--- src/hw/rtl/sppx_pkg.sv ---
`timescale 1ns / 1ps

package sppx_pkg;

  // Framing characters
  localparam logic [7:0] CHAR_DOLLAR = 8'h24;
  localparam logic [7:0] CHAR_STAR   = 8'h2A;
  localparam logic [7:0] CHAR_COMMA  = 8'h2C;

  // Field layout
  localparam int unsigned LAST_FIELD  = 20;
  localparam logic [4:0]  FIELD_MAX   = 5'd31;
  localparam logic [4:0]  LIMIT_TYPE  = 5'd5;
  localparam logic [4:0]  LIMIT_PART  = 5'd10;
  localparam logic [4:0]  LIMIT_DEV   = 5'd16;
  localparam logic [4:0]  LIMIT_CLAMP = 5'd16;

  // Configuration register indexes
  localparam logic [1:0] REG_NAME_LIMIT  = 2'd0;
  localparam logic [1:0] REG_VALUE_LIMIT = 2'd1;

  localparam logic [4:0] NAME_LIMIT_RST  = 5'd12;
  localparam logic [4:0] VALUE_LIMIT_RST = 5'd9;

  typedef struct packed {
    logic [4:0] name_limit;
    logic [4:0] value_limit;
  } sppx_cfg_t;

  typedef struct packed {
    logic       store_en;
    logic [4:0] field_index;
    logic [3:0] char_pos;
    logic [7:0] char_value;
    logic       sentence_start;
    logic       sentence_done;
    logic       checksum_ok;
  } sppx_result_t;

  // Upper-case ASCII hex digit of a nibble
  function automatic logic [7:0] hex_of(input logic [3:0] nib);
    logic [7:0] n;
    begin
      n = {4'd0, nib};
      hex_of = (nib < 4'd10) ? (8'h30 + n) : (8'h41 + n - 8'd10);
    end
  endfunction

  // Upper-case a lower-case letter, pass everything else
  function automatic logic [7:0] upcase(input logic [7:0] c);
    begin
      upcase = (c >= 8'h61 && c <= 8'h7A) ? (c - 8'd32) : c;
    end
  endfunction

  function automatic logic [4:0] clamp16(input logic [4:0] v);
    begin
      clamp16 = (v > LIMIT_CLAMP) ? LIMIT_CLAMP : v;
    end
  endfunction

endpackage

--- src/hw/rtl/sppx_ifs.sv ---
`timescale 1ns / 1ps

// Input byte stream
interface sppx_byte_if;
  logic       valid;
  logic       ready;
  logic [7:0] rx_byte;
  modport source (output valid, rx_byte, input ready);
  modport sink (input valid, rx_byte, output ready);
endinterface

// Result stream
interface sppx_result_if;
  logic       valid;
  logic       ready;
  logic       store_en;
  logic [4:0] field_index;
  logic [3:0] char_pos;
  logic [7:0] char_value;
  logic       sentence_start;
  logic       sentence_done;
  logic       checksum_ok;
  modport source (output valid, store_en, field_index, char_pos, char_value,
                  sentence_start, sentence_done, checksum_ok, input ready);
  modport sink (input valid, store_en, field_index, char_pos, char_value,
                sentence_start, sentence_done, checksum_ok, output ready);
endinterface

// Register write channel
interface sppx_cfg_if;
  logic       valid;
  logic       ready;
  logic [1:0] index;
  logic [4:0] data;
  modport source (output valid, index, data, input ready);
  modport sink (input valid, index, data, output ready);
endinterface

--- src/hw/rtl/sppx_cfg.sv ---
`timescale 1ns / 1ps

module sppx_cfg import sppx_pkg::*; (
  input  logic       clk,
  input  logic       rst,
  sppx_cfg_if.sink   cfg,
  output sppx_cfg_t  regs
);

  // Always take register writes
  assign cfg.ready = 1'b1;

  // Write the addressed limit, drop writes beyond the list
  always_ff @(posedge clk) begin
    if (rst) begin
      regs.name_limit  <= NAME_LIMIT_RST;
      regs.value_limit <= VALUE_LIMIT_RST;
    end else if (cfg.valid) begin
      unique case (cfg.index)
        REG_NAME_LIMIT:  regs.name_limit  <= cfg.data;
        REG_VALUE_LIMIT: regs.value_limit <= cfg.data;
        default: ;
      endcase
    end
  end

endmodule

--- src/hw/rtl/sppx_parse.sv ---
`timescale 1ns / 1ps

module sppx_parse import sppx_pkg::*; (
  input  logic         clk,
  input  logic         rst,
  input  logic         step,
  input  logic [7:0]   rx_byte,
  input  sppx_cfg_t    regs,
  output sppx_result_t res
);

  logic       in_sentence, in_sentence_next;
  logic       in_checksum, in_checksum_next;
  logic [1:0] digit_count, digit_count_next;
  logic [7:0] running_xor, running_xor_next;
  logic [7:0] recv_high_digit, recv_high_digit_next;
  logic [7:0] recv_low_digit, recv_low_digit_next;
  logic [4:0] field_counter, field_counter_next;
  logic [4:0] position_counter, position_counter_next;
  logic [4:0] limit;

  // Storage limit of the current field
  always_comb begin
    priority if (field_counter == 5'd0) limit = LIMIT_TYPE;
    else if (field_counter == 5'd1) limit = LIMIT_PART;
    else if (field_counter == 5'd2) limit = LIMIT_DEV;
    else if (field_counter > 5'(LAST_FIELD)) limit = 5'd0;
    else if (field_counter[0]) limit = clamp16(regs.name_limit);
    else limit = clamp16(regs.value_limit);
  end

  // Decode one byte against the sentence state
  always_comb begin
    in_sentence_next      = in_sentence;
    in_checksum_next      = in_checksum;
    digit_count_next      = digit_count;
    running_xor_next      = running_xor;
    recv_high_digit_next  = recv_high_digit;
    recv_low_digit_next   = recv_low_digit;
    field_counter_next    = field_counter;
    position_counter_next = position_counter;
    res                   = '0;

    priority if (rx_byte == CHAR_DOLLAR) begin
      in_sentence_next      = 1'b1;
      in_checksum_next      = 1'b0;
      digit_count_next      = 2'd0;
      running_xor_next      = 8'd0;
      field_counter_next    = 5'd0;
      position_counter_next = 5'd0;
      res.sentence_start    = 1'b1;
    end else if (!in_sentence) begin
      // ignore bytes between sentences
    end else if (in_checksum) begin
      priority if (digit_count == 2'd0) begin
        recv_high_digit_next = upcase(rx_byte);
        digit_count_next     = 2'd1;
      end else if (digit_count == 2'd1) begin
        recv_low_digit_next = upcase(rx_byte);
        digit_count_next    = 2'd2;
      end else begin
        res.sentence_done = 1'b1;
        res.checksum_ok   = (recv_high_digit == hex_of(running_xor[7:4])) &&
                            (recv_low_digit == hex_of(running_xor[3:0]));
        in_sentence_next  = 1'b0;
        in_checksum_next  = 1'b0;
        digit_count_next  = 2'd0;
      end
    end else if (rx_byte == CHAR_STAR) begin
      in_checksum_next = 1'b1;
      digit_count_next = 2'd0;
    end else begin
      if (rx_byte == CHAR_COMMA) begin
        if (field_counter != FIELD_MAX) field_counter_next = field_counter + 5'd1;
        position_counter_next = 5'd0;
      end else if (position_counter < limit) begin
        res.store_en          = 1'b1;
        res.field_index       = field_counter;
        res.char_pos          = position_counter[3:0];
        res.char_value        = rx_byte;
        position_counter_next = position_counter + 5'd1;
      end
      running_xor_next = running_xor ^ rx_byte;
    end
  end

  // Advance the sentence state once per byte
  always_ff @(posedge clk) begin
    if (rst) begin
      in_sentence      <= 1'b0;
      in_checksum      <= 1'b0;
      digit_count      <= 2'd0;
      running_xor      <= 8'd0;
      recv_high_digit  <= 8'd0;
      recv_low_digit   <= 8'd0;
      field_counter    <= 5'd0;
      position_counter <= 5'd0;
    end else if (step) begin
      in_sentence      <= in_sentence_next;
      in_checksum      <= in_checksum_next;
      digit_count      <= digit_count_next;
      running_xor      <= running_xor_next;
      recv_high_digit  <= recv_high_digit_next;
      recv_low_digit   <= recv_low_digit_next;
      field_counter    <= field_counter_next;
      position_counter <= position_counter_next;
    end
  end

endmodule

--- src/hw/rtl/sentence_parser_xor_checksum_unit.sv ---
`timescale 1ns / 1ps
// An accepted byte is held in the input register and its result beat is then registered in the result register.
// Throughput: one byte per cycle; the input register, the decode logic and the
// result register run in lockstep, so only a stalled result slows the input.
// Reset (rst, synchronous): sentence state cleared, name limit 12, value limit 9,
// both register stages empty.
module sentence_parser_xor_checksum_unit import sppx_pkg::*; (
  input  logic         clk,
  input  logic         rst,
  sppx_byte_if.sink    rx,
  sppx_result_if.source result,
  sppx_cfg_if.sink     cfg
);

  sppx_cfg_t    regs;
  sppx_result_t res;
  logic         in_valid;
  logic [7:0]   in_byte;
  logic         step;

  sppx_cfg u_cfg (
    .clk  (clk),
    .rst  (rst),
    .cfg  (cfg),
    .regs (regs)
  );

  // Move a byte through when the result register is free or being drained
  assign step     = in_valid && (!result.valid || result.ready);
  assign rx.ready = !in_valid || step;

  // Hold the accepted byte
  always_ff @(posedge clk) begin
    if (rst) begin
      in_valid <= 1'b0;
    end else if (rx.ready) begin
      in_valid <= rx.valid;
    end
  end

  always_ff @(posedge clk) begin
    if (rx.valid && rx.ready) begin
      in_byte <= rx.rx_byte;
    end
  end

  sppx_parse u_parse (
    .clk     (clk),
    .rst     (rst),
    .step    (step),
    .rx_byte (in_byte),
    .regs    (regs),
    .res     (res)
  );

  // Result register
  always_ff @(posedge clk) begin
    if (rst) begin
      result.valid <= 1'b0;
    end else if (step) begin
      result.valid <= 1'b1;
    end else if (result.ready) begin
      result.valid <= 1'b0;
    end
  end

  always_ff @(posedge clk) begin
    if (step) begin
      result.store_en       <= res.store_en;
      result.field_index    <= res.field_index;
      result.char_pos       <= res.char_pos;
      result.char_value     <= res.char_value;
      result.sentence_start <= res.sentence_start;
      result.sentence_done  <= res.sentence_done;
      result.checksum_ok    <= res.checksum_ok;
    end
  end

endmodule

--- src/flat_wrapper.sv ---
// flat-port wrapper written by rule: the top's interface ports become plain ports
module sentence_parser_xor_checksum_unit_flat import sppx_pkg::*;
  (clk, rst, rx_valid, rx_rx_byte, rx_ready, result_valid, result_store_en, result_field_index, result_char_pos, result_char_value, result_sentence_start, result_sentence_done, result_checksum_ok, result_ready, cfg_valid, cfg_index, cfg_data, cfg_ready);
  sppx_byte_if rx_i ();
  sppx_result_if result_i ();
  sppx_cfg_if cfg_i ();
  input  logic clk;
  input  logic rst;
  input wire logic [$bits(rx_i.valid)-1:0] rx_valid;
  input wire logic [$bits(rx_i.rx_byte)-1:0] rx_rx_byte;
  output wire logic [$bits(rx_i.ready)-1:0] rx_ready;
  output wire logic [$bits(result_i.valid)-1:0] result_valid;
  output wire logic [$bits(result_i.store_en)-1:0] result_store_en;
  output wire logic [$bits(result_i.field_index)-1:0] result_field_index;
  output wire logic [$bits(result_i.char_pos)-1:0] result_char_pos;
  output wire logic [$bits(result_i.char_value)-1:0] result_char_value;
  output wire logic [$bits(result_i.sentence_start)-1:0] result_sentence_start;
  output wire logic [$bits(result_i.sentence_done)-1:0] result_sentence_done;
  output wire logic [$bits(result_i.checksum_ok)-1:0] result_checksum_ok;
  input wire logic [$bits(result_i.ready)-1:0] result_ready;
  input wire logic [$bits(cfg_i.valid)-1:0] cfg_valid;
  input wire logic [$bits(cfg_i.index)-1:0] cfg_index;
  input wire logic [$bits(cfg_i.data)-1:0] cfg_data;
  output wire logic [$bits(cfg_i.ready)-1:0] cfg_ready;
  assign rx_i.valid = rx_valid;
  assign rx_i.rx_byte = rx_rx_byte;
  assign rx_ready = rx_i.ready;
  assign result_valid = result_i.valid;
  assign result_store_en = result_i.store_en;
  assign result_field_index = result_i.field_index;
  assign result_char_pos = result_i.char_pos;
  assign result_char_value = result_i.char_value;
  assign result_sentence_start = result_i.sentence_start;
  assign result_sentence_done = result_i.sentence_done;
  assign result_checksum_ok = result_i.checksum_ok;
  assign result_i.ready = result_ready;
  assign cfg_i.valid = cfg_valid;
  assign cfg_i.index = cfg_index;
  assign cfg_i.data = cfg_data;
  assign cfg_ready = cfg_i.ready;
  sentence_parser_xor_checksum_unit u_core (.clk(clk), .rst(rst), .rx(rx_i), .result(result_i), .cfg(cfg_i));
endmodule
--- config.mk ---
export PLATFORM = sky130hd
export DESIGN_NAME = sentence_parser_xor_checksum_unit_flat
export DESIGN_NICKNAME = d
export VERILOG_FILES = /design/src/hw/rtl/sppx_pkg.sv /design/src/hw/rtl/sppx_ifs.sv /design/src/hw/rtl/sppx_cfg.sv /design/src/hw/rtl/sppx_parse.sv /design/src/hw/rtl/sentence_parser_xor_checksum_unit.sv /design/src/flat_wrapper.sv
export SDC_FILE = /design/constraint.sdc
export NUM_CORES = 1
export LEC_CHECK = 0
export BUFFER_PORTS_ARGS = -buffer_cell sky130_fd_sc_hd__buf_2
export CAP_MARGIN = 0
export CORE_UTILIZATION = 45
export DETAILED_ROUTE_END_ITERATION = 7
export PLACE_DENSITY = 0.61
export SETUP_SLACK_MARGIN = 0.15
export SYNTH_ARGS = -nofsm -noshare
export SYNTH_HDL_FRONTEND = slang
export SYNTH_HIERARCHICAL = 1
export SYNTH_SLANG_ARGS = --single-unit
--- constraint.sdc ---
create_clock -name clk -period 4.5 [get_ports clk]
set_clock_uncertainty 0.1 [all_clocks]
set_input_delay 0.45 -clock clk [delete_from_list [all_inputs] [get_ports clk]]
set_output_delay 0.45 -clock clk [all_outputs]
set_load 0.01 [all_outputs]
# Word-level counts from Yosys, hierarchy flattened

Index checks and enable logic that the tools add are counted.

$add $sub $neg: 9
Multiply operators: 0
Divide/modulo/power cells: 0
$lt $le $gt $ge: 8
Equality and inequality tests: 12
Shift-type cells: 0
Mux-type cells: 46
Bitwise gates (word level): 6
Reductions and logical operators: 30

Operators by type and width:

| operator                                            | count |
|---|---|
| 2-to-1 mux 5 bit                                    | 19 |
| 2-to-1 mux 8 bit                                    | 7 |
| equality test 8 x 6 -> 1 bit, second input constant | 3 |
| 2-to-1 mux 18 bit                                   | 1 |
| adder 7 x 4 -> 8 bit, first input constant          | 2 |
| equality test 8 bit                                 | 2 |
| subtractor 8 x 4 -> 8 bit, second input constant    | 2 |
| > comparator 5 bit, second input constant           | 3 |
| adder 6 x 4 -> 7 bit, first input constant          | 2 |
| 2-to-1 mux 2 bit                                    | 7 |
| 2-to-1 mux 1 bit                                    | 12 |
| AND reduction 6 bit                                 | 2 |
| adder 5 x 1 -> 5 bit, second input constant         | 2 |
| AND reduction 5 bit                                 | 2 |
| OR reduction 5 bit                                  | 2 |
| >= comparator 8 x 7 -> 1 bit, second input constant | 1 |
| <= comparator 8 x 7 -> 1 bit, second input constant | 1 |
| < comparator 4 bit, second input constant           | 2 |
| nonzero test 2 bit                                  | 4 |
| subtractor 8 x 6 -> 8 bit, second input constant    | 1 |
| bitwise XOR 8 bit                                   | 1 |
| AND reduction 2 bit                                 | 3 |
| nonzero test 3 bit                                  | 2 |
| OR reduction 6 bit                                  | 1 |
| other kinds (16)                                    | 27 |

Flip-flop bits (word level): 79
Latch bits: 0
Bits in writable memories: 0
Memory bits (read-only): 0
Input port bits: 20
Output and inout port bits: 24
Logic and storage cells: 131
Memories: 0

# Longest topological paths before layout

Word-level depth: 14
Depth in mapped cells: 17
Depth with buffers taken out: 15

# Modules after synthesis

The synthesis kept the hierarchy.

By module, submodules not included:

| module                            | times used | cells each | area each (um^2) | sequential area each (um^2) |
|---|---|---|---|---|
| sppx_parse                        | 1          | 331        | 2,568.7          | 760.7 |
| sentence_parser_xor_checksum_unit | 1          | 39         | 974.7            | 910.9 |
| sppx_cfg                          | 1          | 43         | 444.2            | 200.2 |

# Least setup slack after synthesis

OpenSTA, ideal clock, no wires.

Kind: register -> register
From: register u_core.u_parse.field_counter[0]
To: register u_core.result.char_pos[0] (data pin)
Setup time: 0.255 ns
Data arrival time: 3.013 ns
Data required time: 4.145 ns
Slack: 1.132 ns
Cell stages (with the launch flop): 18
Buffers on the path: 2
Clock period less this slack: 3.368 ns
Path through: dfxtp_1 buf_2 inv_1 ha_1 nor2b_1 o21ai_0 nand2_1 nor2_1 a21oi_1 o22a_1 ha_1 nand2_1 a311o_1 a31o_2 nand2_1 nor3b_2 clkbuf_1 and2_1

Cells in the longest elaborated chain, start to end: 8
Elaborated cells on any way between the ends: 12
Classes of those cells: order compare (2); eq/ne (2); mux (5); bitwise (1); reduce/logical (2)

RTL lines:

| what                                                   | RTL line                           | source |
|---|---|---|
| from (decl)                                            | sppx_parse.sv:18                   | `logic [4:0] field_counter, field_counter_next;` |
| from (signal assigned)                                 | sppx_parse.sv:105                  | `field_counter <= field_counter_next;` |
| > comparator 5 bit or 2-to-1 mux 5 bit (tied branches) | sppx_parse.sv:27, sppx_parse.sv:28 |  |
| 2-to-1 mux 5 bit                                       | sppx_parse.sv:27                   | `else if (field_counter > 5'(LAST_FIELD)) limit = 5'd0;` |
| 2-to-1 mux 5 bit                                       | sppx_parse.sv:26                   | `else if (field_counter == 5'd2) limit = LIMIT_DEV;` |
| 2-to-1 mux 5 bit                                       | sppx_parse.sv:25                   | `else if (field_counter == 5'd1) limit = LIMIT_PART;` |
| 2-to-1 mux 5 bit *                                     | sppx_parse.sv:24                   | `priority if (field_counter == 5'd0) limit = LIMIT_TYPE;` |
| < comparator 5 bit *                                   | sppx_parse.sv:76                   | `end else if (position_counter < limit) begin` |
| NOT 1 bit (no line) *                                  | -                                  |  |
| OR reduction 6 bit (no line) *                         | -                                  |  |
| to (decl)                                              | sppx_ifs.sv:23                     | `modport source (output valid, store_en, field_index, char_pos, char_value,` |

Mark *: on every way between the ends. The rest lies on a longest branch, timed or not.
A chain may end at the register's enable or synchronous reset.

# Worst setup path after layout

From: register u_core.u_parse.field_counter[0]
To: register u_core.result.char_value[5] (data pin)

Cells in the longest elaborated chain, start to end: 8
Elaborated cells on any way between the ends: 12
Classes of those cells: order compare (2); eq/ne (2); mux (5); bitwise (1); reduce/logical (2)

RTL lines:

| what                                                   | RTL line |
|---|---|
| > comparator 5 bit or 2-to-1 mux 5 bit (tied branches) | sppx_parse.sv:27, sppx_parse.sv:28 |
| 2-to-1 mux 5 bit                                       | sppx_parse.sv:27 |
| 2-to-1 mux 5 bit                                       | sppx_parse.sv:26 |
| 2-to-1 mux 5 bit                                       | sppx_parse.sv:25 |
| 2-to-1 mux 5 bit *                                     | sppx_parse.sv:24 |
| < comparator 5 bit *                                   | sppx_parse.sv:76 |
| NOT 1 bit (no line) *                                  | - |
| OR reduction 6 bit (no line) *                         | - |
| to (decl)                                              | sppx_ifs.sv:23 |

Marked as above.

==> metrics list <==
- The flow ran to the end, and the final reports show no timing, DRC or antenna violations.
- After clock tree synthesis, the clock-pin slew on the worst setup and hold paths is 0.07 ns.
- Placement Rows: 33
- In this run the mean area of a mapped cell was 9.66 um2.
- Largest incremental delay on the critical path: 0.53 ns
- The die is 96.1 um wide.
* Total overflow reported by the global router: 0
- The detail route stage leaves a number of antenna-violating nets equal to 0.
- Data arrives at the worst endpoint at 3.95 ns.
- Maximum fanout along the worst path: 18
* Overall global routing resource usage: 19.4%
- Quantity of hold-fixing buffers added after cts: 0
- Starting DRT DRC Count: 128
* Cell at the slowest stage of the critical path: sky130_fd_sc_hd__nor3b_4
- Flip-flop and latch count after synthesis: 79
- Total Wirelength: 8400 um
* Most frequent cell after synthesis: sky130_fd_sc_hd__dfxtp_1
- Die Area: 9240 um2
- Largest net degree at the start of global routing: 49
- Measured against its own limit, the worst slew margin works out to 30.7%.
- Dividing total power by cell area gives a power density of 315 nW/um2.
- The HPWL after detailed placement is 5850 um.
* Total standard cell area after synthesis: 3990 um2
- The routed layout has 3050 vias.
- The number of endpoints with negative hold slack in the final report is 0.
- Area of all placed cells without fillers: 4480 um2
- Post-Place Cell Area: 4260 um2
- The H-tree generated during clock tree synthesis spans 3 levels.
* Io pins: 44
- The tree is rooted in a sky130_fd_sc_hd__clkbuf_8.
- Kind of cell with the highest combined delay on the critical path: simple AND/OR/NAND/NOR gates
* Antenna violations before repair: 0
- Counting every net in the synthesized netlist gives 446.
- The clock passes through at most 2 buffers.
- Via-per-instance ratio: 5.47
- First-pass DRT Iterations: 4
- Total leakage power: 1.68 nW
- Highest clock rate: 0.261 GHz
* Number of warnings reported in the yosys synthesis log: 6
- After layout, the worst path uses 85.3% of the clock period.
- After detailed routing, the average wire length per cell comes to 15.1 um.
- TritonCTS created 9 clock buffers.
* Core region area: 8380 um2
- Setup violations remaining at the end of the flow were counted as 0.
* Clock latency at the later pin of the worst-skew pair: 0.35 ns
* Path class of the lowest-slack min-delay path: in2reg
- STA classifies the critical path startpoint as a register.
- Sorting the synthesized cells by area gives the leading types as sky130_fd_sc_hd__dfxtp_1, sky130_fd_sc_hd__edfxtp_1, sky130_fd_sc_hd__mux2i_1.
* Nets: 481
- The congestion estimate from routability-driven global placement came to 0.862.
- Total clock sinks: 79
* Number of global-route vias before repair: 2810
- Count of input and output buffers: 42
- Die Ht: 96.1 um
- For the worst setup path, the data required time is 4.61 ns.
- Number of remaining DRC errors: 0
* Post-cts repair resize count: 0
- TritonCTS built the clock tree.
- Counting every instance in the synthesized netlist gives 413.
- Sequential elements use 46.9% of the synthesized area.
* Number of antenna repair diodes: 0
- RSZ-0062 raised after global routing: false
- The top cell type by area accounts for 25.1% of the synthesized area.
- After synthesis, the netlist uses 59 different library cells.
- Ranking of synthesized cells by instance count: sky130_fd_sc_hd__dfxtp_1, sky130_fd_sc_hd__nor2_1, sky130_fd_sc_hd__nand2_1
* Final min period: 3.84 ns
* Post-CTS Setup Repair Bufs: 0
- Maximum capacitance violations: 0
- For this run, asynchronously set or reset flops after synthesis account for 0%.
* First-pass GRT wire length: 13500 um
- Most common cell on crit path: sky130_fd_sc_hd__nand2_1
- Number of synthesized flops with an enable pin: 29
- Critical path type: reg2reg
- Slew Limit Fails: 0
- For this configuration, the core starts out at a cell density of 47.6%.
* Count of buffering cells on the critical path with inverters included: 1
* Leading area contributor after synthesis: sky130_fd_sc_hd__dfxtp_1
* Max VDD drop: 135 uV
- Synthesis-to-finish area growth: 12.3%
* Flip-flop cell with the highest count after synthesis: sky130_fd_sc_hd__dfxtp_1
- The design draws 1.41 mW.
- Final hold analysis gives a worst-case slack of 0.171 ns.
- Final total negative setup slack: 0 ns
- Final instance count without filler cells: 558
* Capturing element type of the critical path: register
* Chain of cells forming the critical path: inv_1 > ha_1 > nor2b_1 > o21ai_0 > nand2_1 > nor2_1 > a21oi_1 > o22a_1 > ha_1 > nand2_1 > nor2_1 > a211oi_1 > nand2_1 > nor3b_4 > and2_1
- Share of final-layout standard cells stronger than drive strength 1: 15.9%
* Transition at the pin with the smallest max-transition slack: 1.01 ns
* Number of placed instances with taps included: 542
-- registers in the layout, summed over array words and instances (netlist names), 5 cells and up --
name and flops:
u_core/u_parse/field_counter 5, u_core/u_parse/recv_low_digit 8, u_core/u_cfg/regs 10, u_core/result.field_index 5
u_core/u_parse/position_counter 5, u_core/u_parse/recv_high_digit 8, u_core/in_byte 8, u_core/result.char_value 8
u_core/u_parse/running_xor 8
-- power breakdown --
part / leakage, nW / switching, mW / internal [mW]
Combinational: 0.891 / 0.0389 / 0.0264
Sequential: 0.679 / 0.0158 / 0.756
Clock: 0.108 / 0.247 / 0.325
-- cells in the final DEF (no fill, tap or decap), types with 3 or more instances in the layout --
master,count
sky130_fd_sc_hd__nand2_1,31
sky130_fd_sc_hd__inv_1,19
sky130_fd_sc_hd__buf_2,42
sky130_fd_sc_hd__clkbuf_8,10
sky130_fd_sc_hd__ha_1,13
sky130_fd_sc_hd__xor2_1,7
sky130_fd_sc_hd__nor4b_1,3
sky130_fd_sc_hd__nor2b_1,4
sky130_fd_sc_hd__edfxtp_1,29
sky130_fd_sc_hd__nor2_1,49
sky130_fd_sc_hd__a21oi_1,29
sky130_fd_sc_hd__and2_1,17
sky130_fd_sc_hd__o311ai_1,3
sky130_fd_sc_hd__a31oi_1,4
sky130_fd_sc_hd__xnor2_1,10
sky130_fd_sc_hd__nand2b_1,17
sky130_fd_sc_hd__mux2i_1,22
sky130_fd_sc_hd__nand3_1,9
sky130_fd_sc_hd__o32ai_1,3
sky130_fd_sc_hd__o21ai_0,13
sky130_fd_sc_hd__dfxtp_1,50
sky130_fd_sc_hd__nor3_1,5
sky130_fd_sc_hd__a2111oi_0,3
sky130_fd_sc_hd__nand3b_1,5
sky130_fd_sc_hd__a211oi_1,4
-- area by class of cell --
cell class                 count  area, um2
clock buffer                  12        145
sequential                    79       1870
inverter                      19       71.3
clock inverter                 4       68.8
tap                          105        131
multi-input combinational    295       1960
timing repair buffer          44        225
fill                         777       3910
-- path summary, 6_finish.rpt --
check | from | end | slack [ns] | cells past startpoint
max | u_core/u_parse/field_counter[0] | u_core/result.char_value[5] | 0.66 | 15
min | rx_rx_byte[3] | u_core/in_byte[3] | 0.17 | 1
max reg2reg | u_core/u_parse/field_counter[0] | u_core/result.char_value[5] | 0.66 | 15
min reg2reg | u_core/u_cfg/regs[1] | u_core/u_cfg/regs[1] | 0.38 | 2
-- through the flow --
step           util [%]  setup WS, ns
2_1_floorplan         -          1.13
3_3_place_gp       50.8         0.745
3_5_place_dp       50.8         0.549
4_1_cts            53.3         0.511
5_1_grt            53.4         0.257
6_report           53.4         0.663
-- worst reg2reg max path: cells and delay by family, from the launching register on --
kind	cells	cell delay (ns)
AND/OR/NAND/NOR	8	1.48
AO/OA/AOI/OAI	4	0.94
adder cells (fa/ha/maj)	2	0.54
flip-flops	1	0.47
buffers and inverters	1	0.17
-- cell families (layout without fill, tap and decap cells) --
family / after synthesis / in the layout / synth area share [%]
and+or+nand+nor: 165 / 165 / 22.5
DFF: 79 / 79 / 46.9
muxes: 23 / 23 / 5.80
adders and majority gates: 13 / 13 / 4.08
AOI/OAI and AO/OA: 76 / 76 / 12.5
buffers and inverters: 39 / 79 / 4.30
other: 1 / 1 / 0.0940
xor gates and xnor gates: 17 / 17 / 3.73
-- metal layers --
| layer | part of all wire, % | up-vias | global-route usage [%] |
|---|---|---|---|
| li1 | - | 1526 | - |
| met1 | 50 | 1425 | 27.6 |
| met2 | 43 | 90 | 28.1 |
| met3 | 6.0 | 9 | 4.58 |
| met4 | 1.2 | 0 | 7.59 |
| met5 | 0 | - | 0 |
No activity file was read; power rests on OpenSTA's default activity.
